--- src/hdl/hccs_pkg.sv ---
// ---------------------------------------------------------------------------
// hccs_pkg: shared types and constants
// Slot table sizing, field widths and the beat and table-access structs
// for the hashed call counter.
// ---------------------------------------------------------------------------
package hccs_pkg;

    // Table geometry (SLOTS must be a power of two: the hash start slot
    // is taken from the low bits of the hash)
    localparam int SLOTS      = 32;
    localparam int MAX_PROBES = 8;
    localparam int IDX_W      = $clog2(SLOTS);
    localparam int PCNT_W     = (MAX_PROBES > 1) ? $clog2(MAX_PROBES) : 1;

    // Field widths
    localparam int SLOT_W = 6;
    localparam int KEY_W  = 64;
    localparam int CNT_W  = 32;
    localparam int STR_W  = 20;
    localparam int APB_DW = 32;
    localparam int APB_AW = 3;

    // Register map (word index)
    localparam logic REG_SAMPLE_STRIDE = 1'b0;

    // Input beat
    typedef struct packed {
        logic             mode;
        logic [KEY_W-1:0] call_key;
    } t_in;

    // Result beat
    typedef struct packed {
        logic [SLOT_W-1:0] slot_index;
        logic              sample_now;
        logic [CNT_W-1:0]  call_count;
        logic              last;
    } t_out;

    // One table entry
    typedef struct packed {
        logic [KEY_W-1:0] key;
        logic [CNT_W-1:0] count;
        logic [STR_W-1:0] stride;
    } t_entry;

    // Table access request from the sequencer
    typedef struct packed {
        logic [IDX_W-1:0] rd_addr;
        logic             wr_en;
        logic [IDX_W-1:0] wr_addr;
        t_entry           wr_data;
    } t_tbl_req;

endpackage

--- src/hdl/hccs_table.sv ---
// ---------------------------------------------------------------------------
// hccs_table: slot table memory
// Single-port-write, single-read synchronous memory of slot entries with a
// registered read. Per-entry valid bits make unwritten entries read
// as all zero (empty key, zero count, zero stride counter).
// ---------------------------------------------------------------------------
module hccs_table
    import hccs_pkg::*;
(
    input  logic     i_clk,
    input  logic     i_rst_n,
    input  t_tbl_req i_req,
    output t_entry   o_rdata
);

    t_entry           mem [SLOTS];
    logic [SLOTS-1:0] r_vld;
    t_entry           r_rdata;
    logic             r_rvld;

    // memory array: write and registered read
    always_ff @(posedge i_clk) begin
        if (i_req.wr_en) begin
            mem[i_req.wr_addr] <= i_req.wr_data;
        end
        r_rdata <= mem[i_req.rd_addr];
    end

    // valid bits, cleared by reset
    always_ff @(posedge i_clk) begin
        if (!i_rst_n) begin
            r_vld  <= '0;
            r_rvld <= 1'b0;
        end else begin
            if (i_req.wr_en) begin
                r_vld[i_req.wr_addr] <= 1'b1;
            end
            r_rvld <= r_vld[i_req.rd_addr];
        end
    end

    // entries never written read as reset value
    assign o_rdata = r_rvld ? r_rdata : '0;

endmodule

--- config.mk ---
export PLATFORM = sky130hd
export DESIGN_NAME = hccs_table
export DESIGN_NICKNAME = d
export VERILOG_FILES = /design/src/hdl/hccs_pkg.sv /design/src/hdl/hccs_table.sv
export SDC_FILE = /design/constraint.sdc
export NUM_CORES = 2
export LEC_CHECK = 0
export BUFFER_PORTS_ARGS = -buffer_cell sky130_fd_sc_hd__buf_4
export CAP_MARGIN = 40
export CORE_MARGIN = 3
export CORE_UTILIZATION = 45
export DETAILED_ROUTE_END_ITERATION = 10
export GPL_ROUTABILITY_DRIVEN = 0
export GPL_TIMING_DRIVEN = 1
export REMOVE_ABC_BUFFERS = 1
export SLEW_MARGIN = 20
export SYNTH_ARGS = -nofsm -noshare
export SYNTH_HDL_FRONTEND = slang
export SYNTH_SLANG_ARGS = --single-unit
--- constraint.sdc ---
create_clock -name i_clk -period 7.7 [get_ports i_clk]
set_input_delay 1.54 -clock i_clk [delete_from_list [all_inputs] [get_ports i_clk]]
set_output_delay 1.54 -clock i_clk [all_outputs]
set_load 0.01 [all_outputs]
Word-level counts from Yosys, hierarchy flattened:

Memory sizes are Yosys's and may differ from the RTL's. A register that Yosys moved wholly into a read port is not among the register bits.
Index checks and enable logic that the tools add are counted.

* word-level logic and storage cells: 15
* output and inout bits: 116
* bits in registers: 33
* memories: 1
* bits of input ports: 129
* RAM bits: 3712

Memories
* mem: depth 32, width 116, read ports 1, clocked after memory_dff 1, wr ports 1, line hccs_table.sv:16 `t_entry mem [SLOTS];`

* bitwise operators: 1
* mux-type cells: 7
* reduce and logical (&&, ||, !) cells: 1
* magnitude comparators: 3

Operators with widths (count)
* $mux W116: 1
* $or A32 B32 Y32: 1
* $lt A5 B6 Y1 const B: 2
* $bmux W1 S5: 1
* $demux W1 S5: 1
* $ge A5 B1 Y1 const B: 1
* $mux W1: 4
* $logic_and A1 B1 Y1: 1

Longest topological paths before layout:

* depth in word-level cells: 5
* gate-level depth with buffers: 10
* depth with buffers taken out: 4

Least setup slack after synthesis:

Ideal clock, no wire load.

* path kind: input -> register
* from: input i_req[116] (netlist bit)
* to: memory mem[12][0] (netlist bit) (enable)
* buffers on the path: 1
* setup time: 0.594 ns
* required time: 7.106 ns
* arrival: 7.056 ns
* stages on the path: 3
* setup slack: 0.049 ns
* cells stage by stage: or3b_2 clkbuf_1 nor2_1

RTL lines
* from (decl): line hccs_table.sv:12 `input t_tbl_req i_req,`
* to (decl): line hccs_table.sv:16

Straight into the memory's write port.

==> flow_summary.toml <==
[run_status]
result_of_the_run = "finished clean"

[die]
core_area_um2 = 320000
rows = 207
floorplan.die.width_um = 574
initial_core_util = 0.454
top_level_ports = 245
full_die_area_um2 = 329000
die_h_um = 574

[yosys]
synth_seq_cells = 3861
post-synth-top-area-cell = "sky130_fd_sc_hd__edfxtp_1"
synth_fa_ha_area_frac = 0
synth_simple_gate_area_share = 0.00722
synth_compound_area_frac = 0.0106
number_of_flops_mapped_to_enable_cells_by_yosys = 3712
synth.distinct_cells = 29
synth_top_family_by_area = "multiplexers"
synth.cell_area_um2 = 145000
yosys_warnings = 0
post_synthesis_area_per_instance_um2 = 24.5
post_synth_mux_area_share = 0.183
synthArstFlopShare = 0
synthXorXnorAreaFrac = 0
synth_sequential_area_ratio = 0.789
synth_cells = 5930
ys_top_cells_by_area = "sky130_fd_sc_hd__edfxtp_1 (77%), sky130_fd_sc_hd__mux4_2 (16%), sky130_fd_sc_hd__dfxtp_1 (2.1%)"
yosys.area.top_type_share = 0.768
synthFlopType = "sky130_fd_sc_hd__edfxtp_1"

[pwr]
netSwitchingPower_mw = 9.43
power.share.clock = 0.435
intPower_mw = 35.8
ir_worst_vdd_v = 0.000203
share_seq_of_total_power = 0.519
p_sw_frac = 0.208
leakage_nw = 52.7
power_frac_comb = 0.045
power_mw = 45.2
power_density_nw_per_um2 = 271

[global_route]
antenna_found_initial = 47
first_global_vias = 68700
grt-ovfl-total = 0
grt_start_max_net_pins = 107
grt_first_pass_wirelength_mm = 525
track_usage = 0.222

[clock_tree]
cts.sinks = 3861
tritoncts.num_buffers = 397
cts-htree-levels = 5
post_cts_resized = 0
cts.clk_slew.worst_paths_ns = 0.06
cts.repair_timing.setup_buffer_count = 0
cts_hold_buf = 0
cts_tree = "built"
cell_at_the_root_of_the_clock_tree = "sky130_fd_sc_hd__clkbuf_16"
clock_insertion_delay_worst_skew_ns = 0.93
cts-root-to-sink-buffers = 4

[timing]
finalSetupViolations = 0
slew_headroom = 0.305
timing.final.hold_violations = 0
timing_max_transition_violations_final = 0
rsz0062_at_grt = "no"
fin_setup_tns_ns = 0
timing.fmax_mhz = 239
timing.final.crit_share = 0.543
worst_slew_pin_slew_ns = 1.04
fin_skew_ns = 0.0557
fin_hold_ws_ns = 0.463
timing.final.crit_period_ns = 4.18

[layout]
postLayoutCoreUtil = 0.523
post_route_cells_drive_above_1_share = 0.340
most-common-layout-cells = "sky130_fd_sc_hd__edfxtp_1 (3712), sky130_fd_sc_hd__mux4_2 (1017), sky130_fd_sc_hd__clkbuf_16 (402)"
layout_commonest_cell = "sky130_fd_sc_hd__edfxtp_1"
finalNetCount = 6573
areaGrowthSynthToFinish_pct = 15.1

[critical_path]
critPathArrivalTime_ns = 2.64
startpoint_type_of_the_worst_setup_path = "register"
rr_worst_depth = 3
endpoint_of_the_worst_register_to_register_path = "r_rdata[0]"
critical_path.max_fanout = 31
critical_path_required_ns = 6.16
rr_startpoint = "mem[5][0]"
path_class = "register to output pin"
cp-end-kind = "output pin"
ff2ff_setup_slack_ns = 5.77

[worst_hold_path]
min_path_type = "register to register"
min_from = "r_vld[20]"
whs_path_depth = 1
whs_endpoint = "r_vld[20]"

[detailed_routing]
routed_wl_mm = 368
route.antenna.remaining_nets = 0
drt_iter0_drc = 7909
routed_via_density = 6.02
post_route_drc_violation_count = 0
detail_route.first_pass.iterations = 5
vias = 66800
wl_per_cell_um = 33.1

[place]
hpwlAfterDp_mm = 190
io_buf_count = 244

[run]
maxCapViolCount = 0
[critical path, cell delays in order (launching register included)]
cell	delay, ns
sky130_fd_sc_hd__dfxtp_4	0.48
sky130_fd_sc_hd__buf_4	0.44
sky130_fd_sc_hd__buf_12	0.26
sky130_fd_sc_hd__and2_1	0.32
sky130_fd_sc_hd__buf_4	0.18
[power by group through the flow]
stage	sequential, mW	combinational [mW]	clock (mW)
floorplan	23.9	0.945	0
global placement	23.9	2.04	0
detailed placement	23.9	2.08	0
CTS	23.5	2.08	20.1
global route	23.5	2.19	20.9
finish	23.5	2.05	19.7
[synthesized netlist by cell type (all sizes together), types with 2 or more instances]
| master | count |
|---|---|
| nand3 | 2 |
| nand3b | 5 |
| nand2 | 4 |
| edfxtp | 3712 |
| o22ai | 74 |
| a221o | 4 |
| mux4 | 1017 |
| a221oi | 59 |
| mux2i | 134 |
| nor2b | 9 |
| or3b | 3 |
| nand2b | 3 |
| a21boi | 7 |
| o21ai | 14 |
| and2 | 117 |
| a211oi | 14 |
| a21oi | 8 |
| buf | 204 |
| o21a | 33 |
| mux2 | 204 |
| nor2 | 37 |
| clkbuf | 114 |
| dfxtp | 149 |
[stage by stage]
stage | area (um2) | setup slack, ns | instances
after floorplan | 144000 | 0.123 | 5612
after global placement | 153000 | 2.95 | 10300
after detailed placement | 153000 | 3.08 | 10300
after CTS | 167000 | 2.78 | 11100
after global routing | 167000 | 3.39 | 11100
final | 167000 | 3.52 | 11100
[worst max path at each step]
stage / start / endpoint / slack (ns) / depth (start not counted)
6_report: r_rvld / o_rdata[4] / 3.52 / 4
5_1_grt: r_rvld / o_rdata[4] / 3.39 / 4
4_1_cts: r_rvld / o_rdata[4] / 2.78 / 4
3_5_place_dp: i_req[122] / r_rdata[1] / 3.08 / 6
3_3_place_gp: i_req[116] / mem[27][98] / 2.95 / 4
2_1_floorplan: i_req[116] / mem[12][0] / 0.12 / 2
[final cells by class]
cell class | instances | area [um2]
diodes | 18 | 45.0
clock buffers | 524 | 11000
repair buffers | 433 | 4170
clock inverters | 221 | 2630
multi-input cells | 1751 | 29400
flip-flops and latches | 3861 | 114000
fillers | 24400 | 153000
well taps | 4284 | 5360
[state kept, by name (all words and copies together), names as in the netlist]
signal   cells
r_vld       32
r_rvld       1
r_rdata    116
mem       3712
[kinds of logic (layout without fill, tap and decap cells)]
group                  Yosys count  in the layout
and+or+nand+nor                182            182
other                            0             18
muxes                         1355           1355
buffers and inverters          318           1178
AOI/OAI and AO/OA              214            214
DFF                           3861           3861
[layer usage]
| layer | routed length, um | GRT usage | part of all wire |
|---|---|---|---|
| met4 | 7890 | 0.0489 | 0.021 |
| met1 | 153000 | 0.321 | 0.42 |
| met2 | 182000 | 0.362 | 0.49 |
| met3 | 24200 | 0.0312 | 0.066 |
| met5 | 189 | 0 | 0.00051 |
(Power assumes the default switching activity.)
