==> src/hdl/hccs_pkg.sv <==
// ---------------------------------------------------------------------------
// hccs_pkg: shared types and constants
// Slot table sizing, field widths and the beat and table-access structs
// for the hashed call counter.
// ---------------------------------------------------------------------------
package hccs_pkg;

    // Table geometry (SLOTS must be a power of two: the hash start slot
    // is taken from the low bits of the hash)
    localparam int SLOTS      = 32;
    localparam int MAX_PROBES = 8;
    localparam int IDX_W      = $clog2(SLOTS);
    localparam int PCNT_W     = (MAX_PROBES > 1) ? $clog2(MAX_PROBES) : 1;

    // Field widths
    localparam int SLOT_W = 6;
    localparam int KEY_W  = 64;
    localparam int CNT_W  = 32;
    localparam int STR_W  = 20;
    localparam int APB_DW = 32;
    localparam int APB_AW = 3;

    // Register map (word index)
    localparam logic REG_SAMPLE_STRIDE = 1'b0;

    // Input beat
    typedef struct packed {
        logic             mode;
        logic [KEY_W-1:0] call_key;
    } t_in;

    // Result beat
    typedef struct packed {
        logic [SLOT_W-1:0] slot_index;
        logic              sample_now;
        logic [CNT_W-1:0]  call_count;
        logic              last;
    } t_out;

    // One table entry
    typedef struct packed {
        logic [KEY_W-1:0] key;
        logic [CNT_W-1:0] count;
        logic [STR_W-1:0] stride;
    } t_entry;

    // Table access request from the sequencer
    typedef struct packed {
        logic [IDX_W-1:0] rd_addr;
        logic             wr_en;
        logic [IDX_W-1:0] wr_addr;
        t_entry           wr_data;
    } t_tbl_req;

endpackage

==> src/hdl/hccs_engine.sv <==
// ---------------------------------------------------------------------------
// hccs_engine: probe and dump sequencer
// Walks the linear probe run through the slot table one entry per cycle,
// updates count and stride counter of the chosen slot, keeps the overflow
// bucket, sweeps the table on a frame boundary and drives the output
// register.
// ---------------------------------------------------------------------------
module hccs_engine
    import hccs_pkg::*;
(
    input  logic             i_clk,
    input  logic             i_rst_n,
    input  logic [STR_W-1:0] i_sample_stride,
    // input channel
    input  logic             i_in_valid,
    input  t_in              i_in_data,
    output logic             o_in_stall,
    // output channel
    output logic             o_out_valid,
    output t_out             o_out_data,
    input  logic             i_out_stall,
    // table port
    output t_tbl_req         o_tbl_req,
    input  t_entry           i_tbl_rdata
);

    localparam logic [2:0] S_IDLE  = 3'd0;
    localparam logic [2:0] S_CHECK = 3'd1;
    localparam logic [2:0] S_OVF   = 3'd2;
    localparam logic [2:0] S_DRD   = 3'd3;
    localparam logic [2:0] S_DOUT  = 3'd4;
    localparam logic [2:0] S_EMIT  = 3'd5;

    logic [2:0]        r_state, n_state;
    logic [KEY_W-1:0]  r_key, n_key;
    logic [IDX_W-1:0]  r_probe, n_probe;
    logic [PCNT_W-1:0] r_pcnt, n_pcnt;
    logic [IDX_W-1:0]  r_idx, n_idx;
    t_out              r_res, n_res;
    logic [CNT_W-1:0]  r_ovf_cnt, n_ovf_cnt;
    logic [STR_W-1:0]  r_ovf_str, n_ovf_str;
    logic              r_out_vld, n_out_vld;
    t_out              r_out, n_out;

    logic              w_accept;
    logic              w_out_free;
    logic [KEY_W-1:0]  w_hash;
    logic [IDX_W-1:0]  w_start;
    logic [IDX_W-1:0]  w_probe_nxt;
    logic              w_hit;
    logic [CNT_W-1:0]  w_slot_cnt;
    logic [STR_W:0]    w_slot_str;
    logic [CNT_W-1:0]  w_ovf_cnt;
    logic [STR_W:0]    w_ovf_str;

    // saturating increment of a count
    function automatic logic [CNT_W-1:0] sat_inc(input logic [CNT_W-1:0] v);
        return (v == '1) ? v : v + CNT_W'(1);
    endfunction

    // stride counter step: {sample flag, next counter}
    function automatic logic [STR_W:0] stride_step(input logic [STR_W-1:0] cur,
                                                   input logic [STR_W-1:0] stride);
        logic [STR_W-1:0] c;
        c = cur + STR_W'(1);
        if (stride == '0) begin
            return {1'b0, cur};
        end
        if (c >= stride) begin
            return {1'b1, STR_W'(0)};
        end
        return {1'b0, c};
    endfunction

    assign w_accept    = i_in_valid && (r_state == S_IDLE);
    assign w_out_free  = !r_out_vld || !i_out_stall;
    assign w_hash      = (i_in_data.call_key >> 4) ^ (i_in_data.call_key >> 9);
    assign w_start     = w_hash[IDX_W-1:0];
    assign w_probe_nxt = (r_probe == IDX_W'(SLOTS - 1)) ? '0 : r_probe + IDX_W'(1);

    // slot compare and update from the read data
    assign w_hit      = (i_tbl_rdata.key == r_key) || (i_tbl_rdata.key == '0);
    assign w_slot_cnt = sat_inc(i_tbl_rdata.count);
    assign w_slot_str = stride_step(i_tbl_rdata.stride, i_sample_stride);
    assign w_ovf_cnt  = sat_inc(r_ovf_cnt);
    assign w_ovf_str  = stride_step(r_ovf_str, i_sample_stride);

    // sequencer
    always_comb begin
        n_state   = r_state;
        n_key     = r_key;
        n_probe   = r_probe;
        n_pcnt    = r_pcnt;
        n_idx     = r_idx;
        n_res     = r_res;
        n_ovf_cnt = r_ovf_cnt;
        n_ovf_str = r_ovf_str;
        n_out_vld = r_out_vld && i_out_stall;
        n_out     = r_out;

        o_tbl_req         = '0;
        o_tbl_req.rd_addr = r_probe;

        case (r_state)
            S_IDLE: begin
                if (w_accept) begin
                    n_key = i_in_data.call_key;
                    if (i_in_data.mode) begin
                        n_idx   = '0;
                        n_state = S_DRD;
                    end else if (i_in_data.call_key == '0) begin
                        n_state = S_OVF;
                    end else begin
                        o_tbl_req.rd_addr = w_start;
                        n_probe = w_start;
                        n_pcnt  = '0;
                        n_state = S_CHECK;
                    end
                end
            end
            S_CHECK: begin
                if (w_hit) begin
                    o_tbl_req.wr_en          = 1'b1;
                    o_tbl_req.wr_addr        = r_probe;
                    o_tbl_req.wr_data.key    = r_key;
                    o_tbl_req.wr_data.count  = w_slot_cnt;
                    o_tbl_req.wr_data.stride = w_slot_str[STR_W-1:0];
                    n_res.slot_index = SLOT_W'(r_probe);
                    n_res.sample_now = w_slot_str[STR_W];
                    n_res.call_count = w_slot_cnt;
                    n_res.last       = 1'b1;
                    n_state          = S_EMIT;
                end else if (r_pcnt == PCNT_W'(MAX_PROBES - 1)) begin
                    n_state = S_OVF;
                end else begin
                    // next probe issued while this one resolves
                    o_tbl_req.rd_addr = w_probe_nxt;
                    n_probe = w_probe_nxt;
                    n_pcnt  = r_pcnt + PCNT_W'(1);
                end
            end
            S_OVF: begin
                n_ovf_cnt        = w_ovf_cnt;
                n_ovf_str        = w_ovf_str[STR_W-1:0];
                n_res.slot_index = SLOT_W'(SLOTS);
                n_res.sample_now = w_ovf_str[STR_W];
                n_res.call_count = w_ovf_cnt;
                n_res.last       = 1'b1;
                n_state          = S_EMIT;
            end
            S_DRD: begin
                o_tbl_req.rd_addr = r_idx;
                n_state = S_DOUT;
            end
            S_DOUT: begin
                // report the count, write it back cleared
                o_tbl_req.wr_en          = 1'b1;
                o_tbl_req.wr_addr        = r_idx;
                o_tbl_req.wr_data.key    = i_tbl_rdata.key;
                o_tbl_req.wr_data.count  = '0;
                o_tbl_req.wr_data.stride = i_tbl_rdata.stride;
                n_res.slot_index = SLOT_W'(r_idx);
                n_res.sample_now = 1'b0;
                n_res.call_count = i_tbl_rdata.count;
                n_res.last       = 1'b0;
                n_state          = S_EMIT;
            end
            S_EMIT: begin
                if (w_out_free) begin
                    n_out_vld = 1'b1;
                    n_out     = r_res;
                    if (r_res.last) begin
                        n_state = S_IDLE;
                    end else if (r_idx == IDX_W'(SLOTS - 1)) begin
                        // overflow bucket closes the dump
                        n_res.slot_index = SLOT_W'(SLOTS);
                        n_res.sample_now = 1'b0;
                        n_res.call_count = r_ovf_cnt;
                        n_res.last       = 1'b1;
                        n_ovf_cnt        = '0;
                    end else begin
                        n_idx   = r_idx + IDX_W'(1);
                        n_state = S_DRD;
                    end
                end
            end
            default: begin
                n_state = S_IDLE;
            end
        endcase
    end

    // control and bucket registers
    always_ff @(posedge i_clk) begin
        if (!i_rst_n) begin
            r_state   <= S_IDLE;
            r_out_vld <= 1'b0;
            r_ovf_cnt <= '0;
            r_ovf_str <= '0;
        end else begin
            r_state   <= n_state;
            r_out_vld <= n_out_vld;
            r_ovf_cnt <= n_ovf_cnt;
            r_ovf_str <= n_ovf_str;
        end
    end

    // payload registers
    always_ff @(posedge i_clk) begin
        r_key   <= n_key;
        r_probe <= n_probe;
        r_pcnt  <= n_pcnt;
        r_idx   <= n_idx;
        r_res   <= n_res;
        r_out   <= n_out;
    end

    assign o_in_stall  = (r_state != S_IDLE);
    assign o_out_valid = r_out_vld;
    assign o_out_data  = r_out;

endmodule

==> config.mk <==
export PLATFORM = sky130hd
export DESIGN_NAME = hccs_engine
export DESIGN_NICKNAME = d
export VERILOG_FILES = /design/src/hdl/hccs_pkg.sv /design/src/hdl/hccs_engine.sv
export SDC_FILE = /design/constraint.sdc
export NUM_CORES = 1
export LEC_CHECK = 0
export BUFFER_PORTS_ARGS = -buffer_cell sky130_fd_sc_hd__buf_4
export CAP_MARGIN = 10
export CELL_PAD_IN_SITES_DETAIL_PLACEMENT = 0
export CELL_PAD_IN_SITES_GLOBAL_PLACEMENT = 1
export CORE_MARGIN = 2
export CORE_UTILIZATION = 44
export DETAILED_ROUTE_END_ITERATION = 10
export GPL_ROUTABILITY_DRIVEN = 0
export PLACE_DENSITY_LB_ADDON = 0.1
export SKIP_CTS_REPAIR_TIMING = 1
export SYNTH_ARGS = -nofsm -noshare
export SYNTH_HDL_FRONTEND = slang
export SYNTH_SLANG_ARGS = --single-unit
==> constraint.sdc <==
create_clock -name i_clk -period 6.95 [get_ports i_clk]
set_input_delay 0.695 -clock i_clk [delete_from_list [all_inputs] [get_ports i_clk]]
set_output_delay 0.695 -clock i_clk [all_outputs]
set_load 0.02 [all_outputs]
Word level (Yosys, flattened, before mapping)

Cells that the tools add are included.

Logic and storage cells: 131
Input bits: 205
Register bits after elaboration: 213
Output and inout bits: 169

Add/subtract/negate cells: 7
Muxes and demuxes: 57
Bitwise operators: 1
Reductions and logical operators: 24
Equality and inequality tests: 24
$lt $le $gt $ge: 2

Operators with widths:

| kind                    | count |
|---|---|
| $pmux W122 S2           | 1 |
| $mux W21                | 8 |
| $mux W32                | 5 |
| $mux W40                | 4 |
| $pmux W40 S4            | 1 |
| $logic_not A64 Y1       | 2 |
| $mux W122               | 1 |
| $add A32 B1 Y32 const B | 2 |
| $eq A32 B32 Y1 const B  | 2 |
| $eq A64 B64 Y1          | 1 |
| $pmux W32 S2            | 1 |
| $mux W5                 | 11 |
| $add A20 B1 Y20 const B | 2 |
| $ge A20 B20 Y1          | 2 |
| $mux W3                 | 12 |
| $ne A2 B2 Y1 const B    | 11 |
| $logic_not A20 Y1       | 1 |
| $pmux W5 S2             | 2 |
| $pmux W3 S5             | 1 |
| $pmux W5 S3             | 1 |
| $reduce_and A6 Y1       | 2 |
| $add A5 B1 Y5 const B   | 2 |
| $eq A5 B5 Y1 const B    | 2 |
| $eq A3 B3 Y1 const B    | 3 |
| 20 further kinds        | 35 |

Longest topological paths before layout

Word-level depth: 8
Gate-level depth with buffers: 16
Gate-level depth less buffers: 15

Least setup slack after synthesis

No wires, ideal clock.

Path kind: input to output
Start: input port i_tbl_rdata[0] (netlist name)
End: output port o_tbl_req[3] (netlist name)
Arrival: 4.059 ns
Stages on the path: 14
Data required time: 6.255 ns
Setup slack: 2.196 ns
Buffers on the path: 2
Cells stage by stage: ha_1 > nand4_1 > or2_2 > clkbuf_1 > nor4_1 > nand3_1 > xnor2_1 > ha_1 > nand4_1 > o41ai_2 > nor3_1 > clkbuf_1 > a32oi_1 > o21ai_0

RTL lines:

| element         | line              | source |
|---|---|---|
| start, declared | hccs_engine.sv:24 | `input t_entry i_tbl_rdata` |
| end, declared   | hccs_engine.sv:23 | `output t_tbl_req o_tbl_req,` |

==> flow_summary.ini <==
[route]
ant_nets = 0
via_per_inst = 6.18
route.detailed.drc = 0
vias = 13900
dr.pass1.iters = 7
drt-initial-drc-count = 1233
wirelength_um = 54200
avgRoutedWirePerCell_um = 24.1

[clock_tree]
cts_max_level = 1
cts_made_buffers = 25
root_buffer = clkbuf_16
cts_tree = yes
clk_pin_slew_ps = 60
cts_buffer_depth = 3
clock_latency_ps = 540
cts_sinks = 213

[cells_and_area]
stdcell_area_mm2 = 0.0180
syn_to_final_growth_pct = 27.7
nets = 2081
layout-drive-gt1-share = 0.254
n_antenna_cell = 0
fillCellCount = 2881

[logic_synthesis]
synth_area_per_cell_um2 = 9.41
synth.area.top_cells = edfxtp_1 (33%), dfxtp_1 (7.9%), xor2_1 (5.8%), a22o_1 (4.9%), ha_1 (4.4%)
synth_top_cell_area_share = 0.334
synth-edff-count = 157
yosysSeqAreaShare = 0.413
postSynth.asyncResetShare = 0
ys_ff_latch = 213
yosys.area.top_type = edfxtp_1
synth_area_mm2 = 0.0141
ys.flop_type = edfxtp_1
synth.net_count = 1756
netlist_instances = 1501
yosysUniqueCellTypes = 77
synth_warnings = 0

[power]
p_comb_frac = 0.272
p_leak_nw = 7.24
pwr-share-clk = 0.318
switching_share = 0.330
p_switching_mw = 1.37
powerDensity_mw_per_mm2 = 230
p_int_mw = 2.77
seq_power_share = 0.411
peakVddDrop_mv = 0.206

[place]
post_dp_cell_area_mm2 = 0.0172
dp.final_hpwl_um = 41700
io_buffers = 373

[critical_path]
worst-path-stages = 14
r2r.worst_path.cells = 15
endpoint = o_tbl_req[0]
r2r_start = r_ovf_str[0]
critPathMaxStageDelay_ps = 890
endpoint_kind = primary output
critPathArrivalTime_ps = 4910
worstSetupStartpointType = input pin
path_cells = buf_4, ha_1, nand4_1, or2_2, nor4_1, nand3_1, xnor2_1, ha_1, nand4_1, o41ai_2, nor4_1, and2_1, mux2_2, buf_4
cp.required_ps = 6250
timing.reg2reg.setup_slack_ps = 2420
cp_top_family = simple AND/OR/NAND/NOR gates
cp_slowest_cell = o41ai_2
r2r-end = r_ovf_str[18]
crit_start = i_tbl_rdata[0]
cp_max_fo = 9
worstSetupPathType = in -> out
cp.buffers_inverters = 2

[global_routing]
grt_pass1_wl_um = 79600
grt-busiest-layer = met2
grt_pass1_vias = 12900
use_met1 = 0.430
antenna_found_initial = 1
use_met2 = 0.498
grt-ovfl-total = 0
grt_max_degree = 66
grt_use_met3 = 0.0578
grt_usage = 0.312

[min_path]
min_from = i_in_data[31]
min_path_type = in -> reg

[timing]
worst_pin_slew_ps = 1220
tns_ps = 0
slew_headroom = 0.183
slew_viol_final = 0
fin_crit_ps = 5610
rsz0062_at_grt = no
hold_viol = 0
timing.final.crit_share = 0.807
skew_ps = 28.6
setup_viol = 0
max_freq_mhz = 178

[floorplanning]
fp.coreArea_mm2 = 0.0316
rows = 65
fp.dieH_um = 183
die_area_mm2 = 0.0336
initial_core_util = 0.448
die_x_um = 183
pin_count = 374

[job]
maxCapViolCount = 0

[status]
status = finished clean
-- cells by family after synthesis --
| kind of cell | synth area share |
|---|---|
| and+or+nand+nor | 0.199 |
| AOI/OAI and AO/OA | 0.211 |
| DFF | 0.413 |
| xor gates and xnor gates | 0.0868 |
| buffers and inverters | 0.0390 |
| adders and majority gates | 0.0443 |
| muxes | 0.00655 |
-- sequential cells by signal, summed over array words and instances (netlist names) --
| register | flops |
|---|---|
| r_res | 40 |
| r_ovf_cnt | 32 |
| o_out_valid | 1 |
| r_state | 3 |
| o_out_data | 40 |
| r_probe | 5 |
| r_key | 64 |
| r_pcnt | 3 |
| r_ovf_str | 20 |
| r_idx | 5 |
-- layer usage --
| metal | wire [µm] | vias up | part of all wire |
|---|---|---|---|
| met4 | 1700 | 0 | 0.031 |
| met1 | 22800 | 6653 | 0.42 |
| li1 | - | 6448 | - |
| met2 | 24800 | 701 | 0.46 |
| met5 | 0 | - | 0 |
| met3 | 4910 | 85 | 0.091 |
-- layout make-up --
cell class | count | area (µm²) | share of cell area
flip-flops and latches | 213 | 5840 | 0.323
repair buffers | 391 | 2940 | 0.163
clock inverters | 18 | 174 | 0.00964
clock buffers | 28 | 637 | 0.0353
multi-input cells | 1157 | 7810 | 0.433
inverters | 38 | 143 | 0.00791
well taps | 402 | 503 | 0.0279
-- per-stage QoR --
| step | worst slack [ps] | instances | power, mW | hold slack, ps | utilization |
|---|---|---|---|---|---|
| floorplan | 2200 | 1501 | 2.33 | 400 | - |
| global placement | 1550 | 2201 | 2.81 | 403 | 0.546 |
| detailed placement | 1400 | 2201 | 2.83 | 405 | 0.546 |
| CTS | 1380 | 2247 | 4.14 | 332 | 0.572 |
| global route | 1080 | 2247 | 4.31 | 340 | 0.572 |
| finish | 1340 | 2247 | 4.14 | 352 | 0.572 |
-- worst min path at each step --
stage	end	cells past startpoint
floorplan	o_out_data[10]	0
global placement	o_out_data[22]	0
detailed placement	o_out_data[39]	0
CTS	r_key[33]	1
global route	r_key[33]	1
finish	r_key[31]	1
-- Yosys cell counts (all sizes together), types with 5 or more instances --
library cell,number
o21ai,107
nand2b,5
a31oi,10
nand2,103
a21o,17
or3,9
a211oi,14
a32oi,5
dfxtp,56
buf,26
nand4,39
o22ai,8
clkbuf,67
ha,50
xor2,94
a22oi,12
nor2b,7
mux2i,7
nor3,37
or2,9
nand3,61
nor4,73
a21oi,81
inv,37
and2,13
a22o,79
or4,5
o31ai,25
nor3b,8
xnor2,46
and3,23
nor2,115
a2bb2oi,5
a32o,15
and4,10
o311ai,16
o211ai,8
a221oi,5
edfxtp,157
-- cells in the final DEF, fill, tap and decap left out, drive strengths merged, types with 46 or more instances in the layout --
cell | netlist | routed
buf | 26 | 391
edfxtp | 157 | 157
xor2 | 94 | 94
a21oi | 81 | 81
nand3 | 61 | 61
o21ai | 107 | 107
nand2 | 103 | 103
a22o | 79 | 79
nor2 | 115 | 115
dfxtp | 56 | 56
ha | 50 | 50
xnor2 | 46 | 46
nor4 | 73 | 73
-- power groups by stage --
stage          combinational, mW  sequential [mW]  clock [mW]
6_report                    1.13             1.70        1.32
5_1_grt                     1.21             1.71        1.38
4_1_cts                     1.11             1.70        1.33
3_3_place_gp                1.09             1.72           0
3_5_place_dp                1.11             1.72           0
2_1_floorplan              0.663             1.67           0
Note: power is estimated with default switching activity, not from simulation.
